`src/sv/skst_pkg.sv`:
```
// skst_pkg: shared types, constants and helpers for the sorted key set table.
// No dependencies; compiled first.
package skst_pkg;

    localparam int CAPACITY  = 64;
    localparam int KEY_W     = 32;
    localparam int OPCODE_W  = 2;
    localparam int OUT_CNT_W = 7;
    localparam int CNT_W     = $clog2(CAPACITY + 1);

    typedef logic signed [KEY_W-1:0] key_t;
    typedef logic [OPCODE_W-1:0]     opcode_t;
    typedef logic [CNT_W-1:0]        count_t;
    typedef logic [OUT_CNT_W-1:0]    out_count_t;

    localparam opcode_t OP_MEMBER = 2'd0;
    localparam opcode_t OP_INSERT = 2'd1;
    localparam opcode_t OP_DELETE = 2'd2;

    typedef enum logic {
        ST_IDLE,
        ST_APPLY
    } state_t;

    // Row-wide command for every cell
    typedef struct packed {
        logic cmp_en;
        logic do_ins;
        logic do_del;
    } cell_ctl_t;

    // Count as reported on the response: the low OUT_CNT_W bits, which hold the whole count
    function automatic out_count_t to_out_count(input count_t c);
        logic [CNT_W+OUT_CNT_W-1:0] wide;
        begin
            wide = (CNT_W + OUT_CNT_W)'(c);
            return wide[OUT_CNT_W-1:0];
        end
    endfunction

endpackage

```
`src/sv/skst_cell.sv`:
```
// skst_cell: one slot of the sorted row; compares against the broadcast key
// and shifts toward either neighbor on insert or delete. Depends on skst_pkg.
module skst_cell (
    input  logic                clk,
    input  logic                rst_n,
    input  skst_pkg::cell_ctl_t ctl,
    input  skst_pkg::key_t      bcast_key,
    input  logic                slot_valid,
    input  skst_pkg::key_t      left_key,
    input  logic                left_lt,
    input  skst_pkg::key_t      right_key,
    output skst_pkg::key_t      key_out,
    output logic                lt_out,
    output logic                eq_out
);
    import skst_pkg::*;

    key_t key_reg, key_next;
    logic lt_reg, lt_next;
    logic eq_reg, eq_next;

    // Compare flags, captured on the request's first cycle
    always_comb
    begin
        lt_next = lt_reg;
        eq_next = eq_reg;
        if (ctl.cmp_en)
        begin
            lt_next = slot_valid && (key_reg < bcast_key);
            eq_next = slot_valid && (key_reg == bcast_key);
        end
    end

    // Shift: slots below the insert/delete point keep their key
    always_comb
    begin
        key_next = key_reg;
        if (ctl.do_ins && !lt_reg)
        begin
            key_next = left_lt ? bcast_key : left_key;
        end
        else if (ctl.do_del && !lt_reg)
        begin
            key_next = right_key;
        end
    end

    always_ff @(posedge clk or negedge rst_n)
    begin
        if (!rst_n)
        begin
            lt_reg <= 1'b0;
            eq_reg <= 1'b0;
        end
        else
        begin
            lt_reg <= lt_next;
            eq_reg <= eq_next;
        end
    end

    // Key storage, no reset
    always_ff @(posedge clk)
    begin
        key_reg <= key_next;
    end

    assign key_out = key_reg;
    assign lt_out  = lt_reg;
    assign eq_out  = eq_reg;

endmodule

```
`config.mk`:
```
export PLATFORM = sky130hd
export DESIGN_NAME = skst_cell
export DESIGN_NICKNAME = d
export VERILOG_FILES = /design/src/sv/skst_pkg.sv /design/src/sv/skst_cell.sv
export SDC_FILE = /design/constraint.sdc
export NUM_CORES = 1
export LEC_CHECK = 0
export BUFFER_PORTS_ARGS = -buffer_cell sky130_fd_sc_hd__buf_2
export CORE_ASPECT_RATIO = 0.9
export CORE_MARGIN = 3
export CORE_UTILIZATION = 23
export CTS_BUF_LIST = sky130_fd_sc_hd__clkbuf_8
export CTS_CLUSTER_SIZE = 24
export DETAILED_ROUTE_END_ITERATION = 7
export PLACE_DENSITY = 0.57
export SYNTH_ARGS = -nofsm -noshare
export SYNTH_HDL_FRONTEND = slang
export SYNTH_SLANG_ARGS = --single-unit
```
`constraint.sdc`:
```
create_clock -name clk -period 6.43 [get_ports clk]
set_clock_uncertainty 0.1 [all_clocks]
set_input_delay 0.643 -clock clk [delete_from_list [all_inputs] [get_ports clk]]
set_output_delay 0.643 -clock clk [all_outputs]
set_load 0.01 [all_outputs]
```
==> results.cfg <==
[status]
status = complete, no violations

[clock_tree]
cts_setup_buffers = 0
cts_max_level = 2
hold_buffers = 0
cts_tree = built
clockRootBuffer = clkbuf_8
clk_latency_ps = 280
cts.sinks = 34
clk_pin_slew_worst_paths_ps = 80
cts_buffers = 5
clock_path_buffers = 2
ctsResizeCount = 0

[logic_synthesis]
syn_area_mm2 = 0.00252
yosysUniqueCellTypes = 31
synth_edf_count = 32
synth_flop_cell = edfxtp_1
synth_top_area_share_pct = 38.1
ys.warnings.count = 0
synth_nets = 402
synthTopCellsByArea = edfxtp_1 (38%), ha_1 (16%), mux2i_1 (13%)
ys_ff_latch = 34
synth_common_cells = nand2_1 (42), inv_1 (35)
avgSynthCellArea_um2 = 9.46
yosysSeqAreaShare_pct = 40.0
synth_area_leader_cell = edfxtp_1
async_flop_share_pct = 5.88
postSynthCellCount = 267
synth_most_common_cell = nand2_1

[routing]
routed_wl_um = 7450
first_pass_iters = 4
drc_errors = 0
drtIter0Drc = 54
wl_per_cell_um = 14.1
vias = 2306
vias_per_cell = 4.37
ant_nets = 0

[setup_path]
crit_path_end = lt_out
max_stage_delay_ps = 370
reg2reg_depth = 6
path_cells = buf_2, inv_1, ha_1, nand4_2, nor4_2, nand4_1, a21oi_1, o21ai_2
crit_path_end_kind = flop
r2r_start = key_out[31]
cp.arrival_ps = 2140
r2r_end = lt_out
cp.required_ps = 6500
cp_slowest_cell = ha_1
critPathKind = in2reg
startpoint = bcast_key[31]
r2r_slack_ps = 4380
worstPathMaxFanout = 5
cp-start-kind = input pin

[sta]
timing.fmax_mhz = 483
tns_ps = 0
maxSlewViolCount = 0
maxSlewHeadroom_pct = 20.7
finalSetupViolations = 0
timing.final.crit_share_pct = 32.2
rsz0062_at_grt = no
setup_ws_ps = 4360
hold_violations = 0
finalCriticalPeriod_ps = 2070
worst_pin_slew_ps = 1190

[layout]
antenna_cells = 0
final_cell_area_mm2 = 0.00341
postLayoutCoreUtil_pct = 32.6
fin_nets = 534
layout-drive-gt1-share_pct = 37.1
syn_to_final_growth_pct = 35.0
num-fill-cells = 1115

[placement]
hpwlAfterDp_um = 5920
gp_congestion = 0.790
post-place-ws_ps = 4010
port_buffers = 136
placed_area_mm2 = 0.00333

[grt]
grtUsageTotal_pct = 12.0
grt-ovfl-total = 0
grt_max_degree = 65
grt_pass1_wl_um = 11400
antenna_found_initial = 0
first_global_vias = 2325

[hold_path]
hp-class = in2async

[power]
p_total_w = 0.000859
ir_worst_vdd_mv = 0.0763
power.internal_w = 0.000539
p_sw_share_pct = 37.2
clock_power_share_pct = 18.0
powerDensity_mw_per_mm2 = 252
p_leak_nw = 1.79
power_frac_seq_pct = 41.6
power_switching_w = 0.000319
pwr-share-comb_pct = 40.4

[floorplanning]
chipHeight_um = 105
io_pins = 137
dieArea_mm2 = 0.0123
coreArea_mm2 = 0.0105
start_util_pct = 24.1
rows = 35
fp.dieW_um = 116

[flow_run]
drv_cap = 0
## how the worst min path moves through the flow
stage / startpoint / depth (start not counted) / to / slack [ps]
floorplan: rst_n / 0 / eq_out / 250
global placement: rst_n / 1 / eq_out / 340
detailed placement: rst_n / 1 / eq_out / 340
CTS: rst_n / 1 / eq_out / 30
global route: rst_n / 1 / eq_out / 20
finish: rst_n / 1 / lt_out / 30
## layout by cell type (no fill, tap or decap), types with 2 or more instances in the layout
master / n
a21o_1: 2
a21oi_1: 14
buf_2: 136
clkbuf_8: 5
dfrtp_1: 2
edfxtp_1: 32
ha_1: 32
inv_1: 37
mux2i_1: 32
nand2_1: 42
nand3_1: 3
nand4_1: 5
nor2_1: 5
o21ai_0: 4
o21ai_1: 32
## sequential cells by signal, summed over array words and instances (netlist names)
| name | flops |
|---|---|
| eq_out | 1 |
| key_out | 32 |
| lt_out | 1 |
## area by class of cell
class	instances	area, µm²	share of cell area, %
well taps	129	161	4.74
clock inverters	2	7.51	0.220
clock buffers	5	68.8	2.02
inverters	35	131	3.85
multi-input cells	187	1350	39.5
repair buffers	136	681	20.0
flip-flops and latches	34	1010	29.7
## per-stage QoR
| stage | std cells | hold WS (ps) |
|---|---|---|
| 3_5_place_dp | 521 | 342 |
| 4_1_cts | 528 | 25.2 |
| 5_1_grt | 528 | 21.9 |
| 2_1_floorplan | 267 | 247 |
| 6_report | 528 | 32.7 |
| 3_3_place_gp | 521 | 343 |
## routing by layer
metal  vias to the layer above  share of wire, %  GRT usage (%)
met1                      1028                46           15.7
li1                       1202                 -              -
met5                         -                 0              0
met3                         7               6.0           2.24
met2                        69                47           19.6
met4                         0               1.1           3.89
## kinds of logic after synthesis
kind of cell | share of synthesized area (%)
AND/OR/NAND/NOR | 11.3
AO/OA/AOI/OAI | 13.1
buffers and inverters | 6.99
flip-flops | 40.0
multiplexers | 12.7
adder cells (fa/ha/maj) | 15.9
## critical path: cells and delay by family
kind            cells  cell delay (ps)
compound gates      2              270
fa+ha+maj           1              370
buf+inv             2              130
simple gates        3              740
## power by group through the flow
stage | registers (W) | clock network [W] | logic (W)
after floorplan | 0.000384 | 0 | 0.000180
after global placement | 0.000360 | 0 | 0.000353
after detailed placement | 0.000363 | 0 | 0.000356
after CTS | 0.000358 | 0.000163 | 0.000358
after global routing | 0.000365 | 0.000172 | 0.000403
final | 0.000357 | 0.000155 | 0.000347
Note: power is estimated with default switching activity, not from simulation.
